[src/design/ilt_pkg.sv]
package ilt_pkg;

  typedef enum logic [3:0] {
    PH_START,
    PH_PREFIX,
    PH_AFTER_PREFIX,
    PH_CMD,
    PH_GAP,
    PH_MID,
    PH_TRAIL_NEW,
    PH_TRAIL,
    PH_DEAD
  } phase_e;

  typedef enum logic [2:0] {
    KIND_PREFIX     = 3'd0,
    KIND_CMD        = 3'd1,
    KIND_PARAM      = 3'd2,
    KIND_PREFIX_END = 3'd3,
    KIND_LINE_END   = 3'd4
  } kind_e;

  typedef enum logic [1:0] {
    ST_OK     = 2'd0,
    ST_NO_CMD = 2'd1,
    ST_LIMIT  = 2'd2
  } status_e;

  localparam logic [7:0] CH_COLON = 8'h3A;
  localparam logic [7:0] CH_SPACE = 8'h20;
  localparam logic [7:0] CH_BANG  = 8'h21;
  localparam logic [7:0] CH_AT    = 8'h40;
  localparam logic [7:0] CH_TAB   = 8'h09;
  localparam logic [7:0] CH_CR    = 8'h0D;

  // Width of the byte fields below the line end fields in the result word.
  localparam int unsigned LINE_END_ZERO_W = 43;

  typedef struct packed {
    logic [6:0] pad;
    logic [1:0] status;
    logic [3:0] param_count;
    logic [8:0] prefix_length;
    logic       has_at;
    logic       has_bang;
    logic [8:0] at_position;
    logic [8:0] bang_position;
    logic       is_trailing;
    logic       first_of_token;
    logic [3:0] param_index;
    logic [7:0] byte_out;
  } res_data_t;

  function automatic logic is_ws(input logic [7:0] b);
    return (b == CH_SPACE) || ((b >= CH_TAB) && (b <= CH_CR));
  endfunction

endpackage

[src/design/irc_line_tokenizer_top.sv]
// IRC line tokenizer. Feed one line byte per transaction with s_axis_tuser low, then one
// transaction with s_axis_tuser high to close the line. One byte is accepted every cycle while
// s_axis_tready is high; each result appears on the master side in the cycle after the transaction
// that caused it, held in a single output register. s_axis_tready drops only while that register
// holds a result that the master side has not taken. Separators yield no result; the space that
// closes a prefix yields a prefix end result and every end marker yields a line end result.
module irc_line_tokenizer_top
  import ilt_pkg::*;
#(
  parameter int MAX_PREFIX = 512,
  parameter int MAX_PARAMS = 15
) (
  input  logic        clk_i,
  input  logic        rst_ni,
  input  logic        s_axis_tvalid,
  output logic        s_axis_tready,
  input  logic [7:0]  s_axis_tdata,  // [7:0] data
  input  logic        s_axis_tuser,  // [0] func
  output logic        m_axis_tvalid,
  input  logic        m_axis_tready,
  // [7:0] byte_out, [11:8] param_index, [12] first_of_token, [13] is_trailing,
  // [22:14] bang_position, [31:23] at_position, [32] has_bang, [33] has_at,
  // [42:34] prefix_length, [46:43] param_count, [48:47] status, [55:49] zero
  output logic [55:0] m_axis_tdata,
  output logic [2:0]  m_axis_tuser   // [2:0] kind
);

  localparam int PW = $clog2(MAX_PREFIX + 1);
  localparam int CW = $clog2(MAX_PARAMS + 1);
  localparam int PX = (PW > 9) ? PW : 9;
  localparam int CX = (CW > 4) ? CW : 4;

  function automatic logic [8:0] sat9(input logic [PW-1:0] v);
    logic [PX-1:0] ext;
    ext = PX'(v);
    return (ext > PX'(511)) ? 9'd511 : ext[8:0];
  endfunction

  phase_e        phase_q, phase_d;
  logic [PW-1:0] off_q, off_d;
  logic [PW-1:0] bang_q, bang_d;
  logic [PW-1:0] at_q, at_d;
  logic          bang_seen_q, bang_seen_d;
  logic          at_seen_q, at_seen_d;
  logic [CW-1:0] cnt_q, cnt_d;
  status_e       err_q, err_d;

  logic          out_valid_q;
  kind_e         out_kind_q;
  res_data_t     out_data_q;

  logic          fire;
  logic          emit;
  kind_e         res_kind;
  res_data_t     res_data;
  logic [7:0]    b;
  logic          cnt_full;
  logic          off_full;
  logic [CX-1:0] idx_ext;
  logic [CX-1:0] cnt_ext;

  assign s_axis_tready = !out_valid_q || m_axis_tready;
  assign fire          = s_axis_tvalid && s_axis_tready;
  assign b             = s_axis_tdata;
  assign cnt_full      = cnt_q >= CW'(MAX_PARAMS);
  assign off_full      = off_q >= PW'(MAX_PREFIX);

  always_comb begin
    phase_d     = phase_q;
    off_d       = off_q;
    bang_d      = bang_q;
    at_d        = at_q;
    bang_seen_d = bang_seen_q;
    at_seen_d   = at_seen_q;
    cnt_d       = cnt_q;
    err_d       = err_q;
    if (s_axis_tuser) begin
      phase_d     = PH_START;
      off_d       = '0;
      bang_d      = '0;
      at_d        = '0;
      bang_seen_d = 1'b0;
      at_seen_d   = 1'b0;
      cnt_d       = '0;
      err_d       = ST_OK;
    end else begin
      unique case (phase_q)
        PH_START: begin
          if (b == CH_COLON) begin
            phase_d = PH_PREFIX;
          end else if (b == CH_SPACE) begin
            if (err_q == ST_OK) err_d = ST_NO_CMD;
            phase_d = PH_DEAD;
          end else begin
            phase_d = PH_CMD;
          end
        end
        PH_PREFIX: begin
          if (b == CH_SPACE) begin
            phase_d = PH_AFTER_PREFIX;
          end else if (off_full) begin
            if (err_q == ST_OK) err_d = ST_LIMIT;
          end else begin
            if (b == CH_BANG && !bang_seen_q) begin
              bang_seen_d = 1'b1;
              bang_d      = off_q;
            end
            if (b == CH_AT && !at_seen_q) begin
              at_seen_d = 1'b1;
              at_d      = off_q;
            end
            off_d = off_q + PW'(1);
          end
        end
        PH_AFTER_PREFIX: begin
          if (is_ws(b)) begin
            phase_d = PH_AFTER_PREFIX;
          end else if (b == CH_COLON) begin
            if (err_q == ST_OK) err_d = ST_NO_CMD;
            phase_d = PH_DEAD;
          end else begin
            phase_d = PH_CMD;
          end
        end
        PH_CMD: begin
          if (b == CH_SPACE) begin
            phase_d = PH_GAP;
          end else if (b == CH_COLON) begin
            if (cnt_full) begin
              if (err_q == ST_OK) err_d = ST_LIMIT;
              phase_d = PH_DEAD;
            end else begin
              cnt_d   = cnt_q + CW'(1);
              phase_d = PH_TRAIL_NEW;
            end
          end
        end
        PH_GAP: begin
          if (is_ws(b)) begin
            phase_d = PH_GAP;
          end else if (cnt_full) begin
            if (err_q == ST_OK) err_d = ST_LIMIT;
            phase_d = PH_DEAD;
          end else begin
            cnt_d   = cnt_q + CW'(1);
            phase_d = (b == CH_COLON) ? PH_TRAIL_NEW : PH_MID;
          end
        end
        PH_MID: begin
          if (b == CH_SPACE) phase_d = PH_GAP;
        end
        PH_TRAIL_NEW: phase_d = PH_TRAIL;
        PH_TRAIL:     phase_d = PH_TRAIL;
        PH_DEAD:      phase_d = PH_DEAD;
        default:      phase_d = PH_DEAD;
      endcase
    end
  end

  assign idx_ext = CX'(cnt_d - CW'(1));
  assign cnt_ext = CX'(cnt_q);

  always_comb begin
    emit     = 1'b0;
    res_kind = KIND_PARAM;
    res_data = '0;
    if (s_axis_tuser) begin
      emit                 = 1'b1;
      res_kind             = KIND_LINE_END;
      res_data.param_count = (cnt_ext > CX'(15)) ? 4'd15 : cnt_ext[3:0];
      res_data.status      = ((err_q == ST_OK) &&
                              (phase_q == PH_PREFIX || phase_q == PH_AFTER_PREFIX)) ?
                             ST_NO_CMD : err_q;
    end else begin
      unique case (phase_q)
        PH_START, PH_AFTER_PREFIX: begin
          if (!(is_ws(b) && phase_q == PH_AFTER_PREFIX) && b != CH_COLON &&
              !(b == CH_SPACE)) begin
            emit                    = 1'b1;
            res_kind                = KIND_CMD;
            res_data.byte_out       = b;
            res_data.first_of_token = 1'b1;
          end
        end
        PH_PREFIX: begin
          if (b == CH_SPACE) begin
            emit                   = 1'b1;
            res_kind               = KIND_PREFIX_END;
            res_data.bang_position = bang_seen_q ? sat9(bang_q) : 9'd0;
            res_data.at_position   = at_seen_q ? sat9(at_q) : 9'd0;
            res_data.has_bang      = bang_seen_q;
            res_data.has_at        = at_seen_q;
            res_data.prefix_length = sat9(off_q);
          end else if (!off_full) begin
            emit                    = 1'b1;
            res_kind                = KIND_PREFIX;
            res_data.byte_out       = b;
            res_data.first_of_token = (off_q == '0);
          end
        end
        PH_CMD: begin
          if (b != CH_SPACE && b != CH_COLON) begin
            emit              = 1'b1;
            res_kind          = KIND_CMD;
            res_data.byte_out = b;
          end
        end
        PH_GAP: begin
          if (!is_ws(b) && !cnt_full && b != CH_COLON) begin
            emit                    = 1'b1;
            res_data.byte_out       = b;
            res_data.param_index    = idx_ext[3:0];
            res_data.first_of_token = 1'b1;
          end
        end
        PH_MID: begin
          if (b != CH_SPACE) begin
            emit                 = 1'b1;
            res_data.byte_out    = b;
            res_data.param_index = idx_ext[3:0];
          end
        end
        PH_TRAIL_NEW, PH_TRAIL: begin
          emit                    = 1'b1;
          res_data.byte_out       = b;
          res_data.param_index    = idx_ext[3:0];
          res_data.first_of_token = (phase_q == PH_TRAIL_NEW);
          res_data.is_trailing    = 1'b1;
        end
        PH_DEAD: emit = 1'b0;
        default: emit = 1'b0;
      endcase
    end
  end

  always_ff @(posedge clk_i or negedge rst_ni) begin
    if (!rst_ni) begin
      phase_q     <= PH_START;
      off_q       <= '0;
      bang_q      <= '0;
      at_q        <= '0;
      bang_seen_q <= 1'b0;
      at_seen_q   <= 1'b0;
      cnt_q       <= '0;
      err_q       <= ST_OK;
      out_valid_q <= 1'b0;
    end else begin
      if (fire) begin
        phase_q     <= phase_d;
        off_q       <= off_d;
        bang_q      <= bang_d;
        at_q        <= at_d;
        bang_seen_q <= bang_seen_d;
        at_seen_q   <= at_seen_d;
        cnt_q       <= cnt_d;
        err_q       <= err_d;
      end
      if (s_axis_tready) out_valid_q <= fire && emit;
    end
  end

  always_ff @(posedge clk_i) begin
    if (fire && emit) begin
      out_kind_q <= res_kind;
      out_data_q <= res_data;
    end
  end

  assign m_axis_tvalid = out_valid_q;
  assign m_axis_tuser  = out_kind_q;
  assign m_axis_tdata  = out_data_q;

endmodule

[config.mk]
export PLATFORM = sky130hd
export DESIGN_NAME = irc_line_tokenizer_top
export DESIGN_NICKNAME = d
export VERILOG_FILES = /design/src/design/ilt_pkg.sv /design/src/design/irc_line_tokenizer_top.sv
export SDC_FILE = /design/constraint.sdc
export NUM_CORES = 1
export LEC_CHECK = 0
export BUFFER_PORTS_ARGS = -buffer_cell sky130_fd_sc_hd__buf_4
export CORE_ASPECT_RATIO = 0.6
export CORE_MARGIN = 3
export CORE_UTILIZATION = 57
export DETAILED_ROUTE_END_ITERATION = 16
export GPL_TIMING_DRIVEN = 0
export PLACE_DENSITY = 0.8
export SYNTH_ARGS = -nofsm -noshare
export SYNTH_HDL_FRONTEND = slang
export SYNTH_SLANG_ARGS = --single-unit
[constraint.sdc]
create_clock -name clk_i -period 4.3 [get_ports clk_i]
set_input_delay 0.215 -clock clk_i [delete_from_list [all_inputs] [get_ports clk_i]]
set_output_delay 0.215 -clock clk_i [all_outputs]
set_load 0.01 [all_outputs]
=== Word-level counts from Yosys, hierarchy flattened ===
Index checks and enable logic that the tools add are counted.

* Flip-flop bits (word level): 95
* Word-level logic and storage cells: 193

* Equal/unequal tests: 27
* $lt $le $gt $ge: 8
* Add/subtract/negate cells: 3
* Bitwise operators: 5
* Reductions and logical operators: 40
* Mux-type cells: 88

{| class="wikitable"
|+ Operator list
! cell !! count
|-
| 10-bit 2-to-1 mux || 14
|-
| 4-bit 2-to-1 mux || 18
|-
| 8-bit one-hot mux with 6 select lines || 1
|-
| 2-bit 2-to-1 mux || 18
|-
| 8-bit 2-to-1 mux || 4
|-
| 10-bit by 9-bit greater-than comparator with 1-bit output (second input constant) || 3
|-
| 3-bit inequality test (second input constant) || 10
|-
| 4-bit one-hot mux with 7 select lines || 1
|-
| 9-bit 2-to-1 mux || 3
|-
| 8-bit by 6-bit equality test with 1-bit output (second input constant) || 3
|-
| 1-bit 2-to-1 mux || 21
|-
| 4-bit by 3-bit equality test with 1-bit output (second input constant) || 4
|-
| 8-bit by 6-bit inequality test with 1-bit output (second input constant) || 2
|-
| 13-bit 2-to-1 mux || 1
|-
| 1-bit logical AND || 12
|-
| 12-bit 2-to-1 mux || 1
|-
| 4-bit one-hot mux with 3 select lines || 1
|-
| 11-bit AND reduction || 1
|-
| 10-bit by 1-bit adder with 10-bit output (second input constant) || 1
|-
| 10-bit >= comparator (second input constant) || 1
|-
| 10-bit zero test || 1
|-
| 2-bit one-hot mux with 5 select lines || 1
|-
| 5-bit AND reduction || 2
|-
| 4-bit by 2-bit equality test with 1-bit output (second input constant) || 2
|-
| 26 further kinds || 45
|}

=== Longest topological paths before layout ===
* Depth after elaboration: 11
* Mapped depth: 9
* Depth with buffers taken out: 9

=== Least setup slack after synthesis ===
OpenSTA, ideal clock, no wires.

* Kind: register to register
* From: reg phase_q[3]
* To: reg out_data_q (netlist bit m_axis_tdata[0]), enable pin
* Arrival: 2.837 ns
* Cell stages (with the launch flop): 8
* Setup slack: 1.057 ns
* Buffers on the path: 1
* Setup time: 0.406 ns
* Path through: dfrtp_1 -> buf_6 -> nor4b_2 -> o31ai_1 -> nor3_1 -> a211oi_1 -> a21o_1 -> inv_1

* Longest elaborated chain between the ends: 9
* Elaborated cells between the ends (all ways): 18
* Classes of those cells: 7 x eq/ne; 3 x mux; 8 x reduce/logical

{| class="wikitable"
|+ Ends and longest elaborated chain
! what !! RTL line !! RTL
|-
| start, declared || irc_line_tokenizer_top.sv:39 || <nowiki>phase_e phase_q, phase_d;</nowiki>
|-
| start signal, assigned || irc_line_tokenizer_top.sv:249 || <nowiki>phase_q <= phase_d;</nowiki>
|-
| 4-bit by 2-bit equality test with 1-bit output || irc_line_tokenizer_top.sv:175, irc_line_tokenizer_top.sv:177 ||
|-
| 1-bit logical AND || irc_line_tokenizer_top.sv:177 || <nowiki>if (!(is_ws(b) && phase_q == PH_AFTER_PREFIX) && b != CH_COLON &&</nowiki>
|-
| 1-bit zero test || irc_line_tokenizer_top.sv:177 ||
|-
| 1-bit logical AND (2 in series) || irc_line_tokenizer_top.sv:177 ||
|-
| 1-bit 2-to-1 mux || irc_line_tokenizer_top.sv:177 ||
|-
| 1-bit one-hot mux with 6 select lines (*) || irc_line_tokenizer_top.sv:175 || <nowiki>unique case (phase_q)</nowiki>
|-
| 1-bit 2-to-1 mux (*) || irc_line_tokenizer_top.sv:167 || <nowiki>if (s_axis_tuser) begin</nowiki>
|-
| 1-bit logical AND (*) || irc_line_tokenizer_top.sv:263 || <nowiki>if (fire && emit) begin</nowiki>
|-
| end signal, assigned || irc_line_tokenizer_top.sv:265 || <nowiki>out_data_q <= res_data;</nowiki>
|-
| end, declared || irc_line_tokenizer_top.sv:50 || <nowiki>res_data_t out_data_q;</nowiki>
|}

Every way passes the cells marked *; elsewhere a longest branch is shown, timed or not.
A chain may end at the register's enable or synchronous reset.

=== Worst setup path in the final report ===
* From: reg phase_q[3]
* To: reg out_data_q (netlist bit m_axis_tdata[28]), enable pin

Same word-level chain as after synthesis.

==> impl_results.md <==
* Outcome: finished, final reports clean
* Setup-failing EPs final at 0
* Clk_skew at between 4 and 5 ps
* Crit end category: register
* Worst-path maximum fanout at 34
* Vias/cell at roughly 6.2
* Worst r2r src: phase_q[3]$_DFFE_PN0P_
* GRT Util Overall at between 20 and 30%
* Commonest non-fill, non-tap cell in the layout: buf_4
* Hold Crit Class: in2reg
* Worst Setup Start Kind: register
* Most frequent cells in the layout: buf_4 (73), nor2_1 (66), edfxtp_1 (52), dfrtp_1 (43)
* Leak at approximately 2.3 nW
* Switching Fraction at ~33%
* CORE AREA at 0.00760 mm²
* TritonCTS clock tree: built
* Final Hold Vio Count at 0
* Post-synth EDFFs at 52
* Post-Layout Cell Count at approximately 630
* Drt first pass iters at 5
* Final worst slack at 867 ps
* Final period utilization at between 70 and 80%
* Peak VDD IR at ~0.32 mV
* TritonCTS buffer count at 9
* WL/cell at about 20 µm
* Post-synth ARST share at around 45%
* First-pass GRT wire length at slightly above 20000 µm
* RSZ-0062 raised after global routing: no
* Yosys reg bits at 95
* WL final at 12400 µm
* Share of layout cells above drive strength 1 at around a fifth
* Worst EP required at approximately 4300 ps
* Mapped Cells at between 400 and 500
* Slew Limit Fails at 0
* Post-route antenna net violation count at 0
* Synth cell types at between 60 and 70
* Worst R2R End: m_axis_tdata[28]$_SDFFCE_PP0P_
* Top_reg_cell synth: edfxtp_1
* Vias post-DR at just under 4000
* Chip height at 76.2 µm
* Worst-margin pin slew at ~1100 ps
* Setup slack at placement at between 700 and 800 ps
* Synth warn at 0
* FP Rows at 24
* Reg2reg setup slack at 870 ps
* R2R cell count at 8
* Post-DP HPWL at around 8700 µm
* Clock Path Buffers at 2
* Largest net degree at the start of global routing at 44
* Initial Utilization at between 60% and 70%
* Internal power at just over 2 mW
* Area grow syn2layout at 21.4%
* Die X-Extent at 123 µm
* Clock root cell: clkbuf_16
* Tmin final at ~3400 ps
* Post-Syn Area at roughly 0.0047 mm²
* WHS Path Cells at 1
* Max transition margin at 28.6%
* Final nets at around 540
* Die area at 0.00936 mm²
* Total clock sinks at 95
* Seq/Total Area, Yosys at between 50 and 60%
* Num ports at 74
* Max Cap Violations at 0
* Buffers on Ports at 66
* Flop pwr share at ~40%
* Starting DRT DRC Count at approximately 410
* Sw power at approximately 1 mW
* H-tree depth at 3
* Ant diodes at 0
* Hold path startpoint: s_axis_tuser
* Combinational Power Share at 31.0%
* GPL Wtd Cong at between 0.9 and 1
* Final setup TNS at 0 ps
* Vias in the first global route at around 3700
* Clock insertion delay at the later pin of the skew report at between 300 and 400 ps
* Placed Cells at about 610
* Clock power share at between 20 and 30%
* Initial antenna violation count at 0
* WP data arrival at ~3500 ps
* Power per cell area at 538 mW/mm²
* Syn_area_per_cell at between 10 and 15 µm²
* GRT overflow at 0
* Clock-pin slew on the worst setup and hold paths at roughly 60 ps
* CP Class: reg2reg
* Remaining design rule violation count at 0
* Finished Core Util at 74.7%
* Fmax at roughly 290 MHz
* Hold Crit Endpoint: m_axis_tuser[2]$_SDFFCE_PP1P_
[flip-flops by register name (all words and copies together), names as in the netlist]
signal,cells
at_q,10
at_seen_q,1
bang_q,10
bang_seen_q,1
cnt_ext,4
err_q,2
m_axis_tdata,49
m_axis_tuser,3
m_axis_tvalid,1
off_q,10
phase_q,4
[synthesized netlist by cell type, types with 2 or more instances]
cell       instances  area, µm²
nor2_1            66        248
edfxtp_1          52       1560
dfrtp_1           43       1080
a21oi_1           22        110
nand2_1           22       82.6
clkbuf_1          16       60.1
o21ai_0           16       80.1
inv_1             15       56.3
nor3_1            14       70.1
nor2b_1           13       81.3
and2_1            11       68.8
a22o_1             9       78.8
a31o_1             9       78.8
and3_1             8       50.1
nand3_1            8       40.0
o21a_1             8       60.1
buf_4              7       52.6
a211oi_1           6       45.0
nor4_1             6       37.5
o22ai_1            6       37.5
xnor2_1            6       52.6
or3_1              5       31.3
a21boi_0           4       30.0
ha_1               4       50.1
a2111oi_0          3       26.3
a21o_1             3       22.5
buf_1              3       11.3
buf_6              3       33.8
nand4_1            3       18.8
o31ai_1            3       22.5
a221o_1            2       20.0
buf_2              2       10.0
nor4b_1            2       17.5
o2111ai_1          2       17.5
o211ai_1           2       15.0
o221ai_1           2       17.5
or4b_2             2       20.0
[power groups by stage]
stage | Clock (mW) | Combinational [mW] | Sequential, mW
after global placement | 0 | 0.903 | 1.27
after CTS | 0.859 | 0.930 | 1.26
after global routing | 0.903 | 1.04 | 1.27
after detailed placement | 0 | 0.920 | 1.27
after floorplan | 0 | 0.502 | 1.31
final | 0.849 | 0.948 | 1.26
[worst max-delay path: stages, from the launching register on]
cell and delay [ps]:
dfrtp_1 370, buf_6 140, nor4b_2 490, o31ai_1 280
nor3_1 750, a211oi_1 190, a21o_1 230, inv_2 380
buf_12 270
[cells by family after synthesis]
| group | synth area share (%) |
|---|---|
| compound gates | 17.3 |
| xor+xnor | 1.31 |
| fa+ha+maj | 1.07 |
| buf+inv | 4.79 |
| flops | 56.4 |
| mux | 0.455 |
| other cells | 0.0802 |
| simple gates | 18.5 |
[layer usage]
layer  up-vias  GRT usage [%]  wire [µm]
li1       1767              -          -
met1      1904           43.6       5660
met2       245           38.4       5230
met3        16           7.94       1390
met4         0           6.48        117
met5         -              0          0
[how the worst max path moves through the flow]
stage	from	depth (start not counted)	slack [ps]	end
floorplan	phase_q[3]$_DFFE_PN0P_	7	1060	m_axis_tdata[0]$_SDFFCE_PP0P_
global placement	s_axis_tdata[0]	8	40	m_axis_tdata[30]$_SDFFCE_PP0P_
detailed placement	s_axis_tdata[0]	9	770	m_axis_tdata[19]$_SDFFCE_PP0P_
CTS	phase_q[3]$_DFFE_PN0P_	8	980	m_axis_tdata[21]$_SDFFCE_PP0P_
global route	phase_q[3]$_DFFE_PN0P_	8	660	m_axis_tdata[28]$_SDFFCE_PP0P_
finish	phase_q[3]$_DFFE_PN0P_	8	870	m_axis_tdata[28]$_SDFFCE_PP0P_
[through the flow]
step                      hold WS (ps)  power (mW)  instance area [µm²]
final                             70.0        3.05                 5670
after global routing              61.7        3.21                 5670
after CTS                         64.6        3.04                 5670
after detailed placement           253        2.19                 5340
after global placement             245        2.17                 5320
after floorplan                  -80.6        1.81                 4700
[area by class of cell]
| class | count | area, µm² |
|---|---|---|
| Multi-Input combinational cell | 302 | 1840 |
| Sequential cell | 95 | 2640 |
| Fill cell | 543 | 1920 |
| Clock buffer | 9 | 225 |
| Timing Repair Buffer | 68 | 526 |
| Inverter | 15 | 56.3 |
| Buffer | 31 | 168 |
| Clock inverter | 7 | 95.1 |
| Tap cell | 104 | 130 |
[what timing repair did]
action,in CTS,in global routing
endpoints found under the hold margin,43,0
setup endpoints to repair,0,0
gates resized for setup,0,0
setup buffers,0,0
hold buffers,1,0
(Power assumes the default switching activity.)
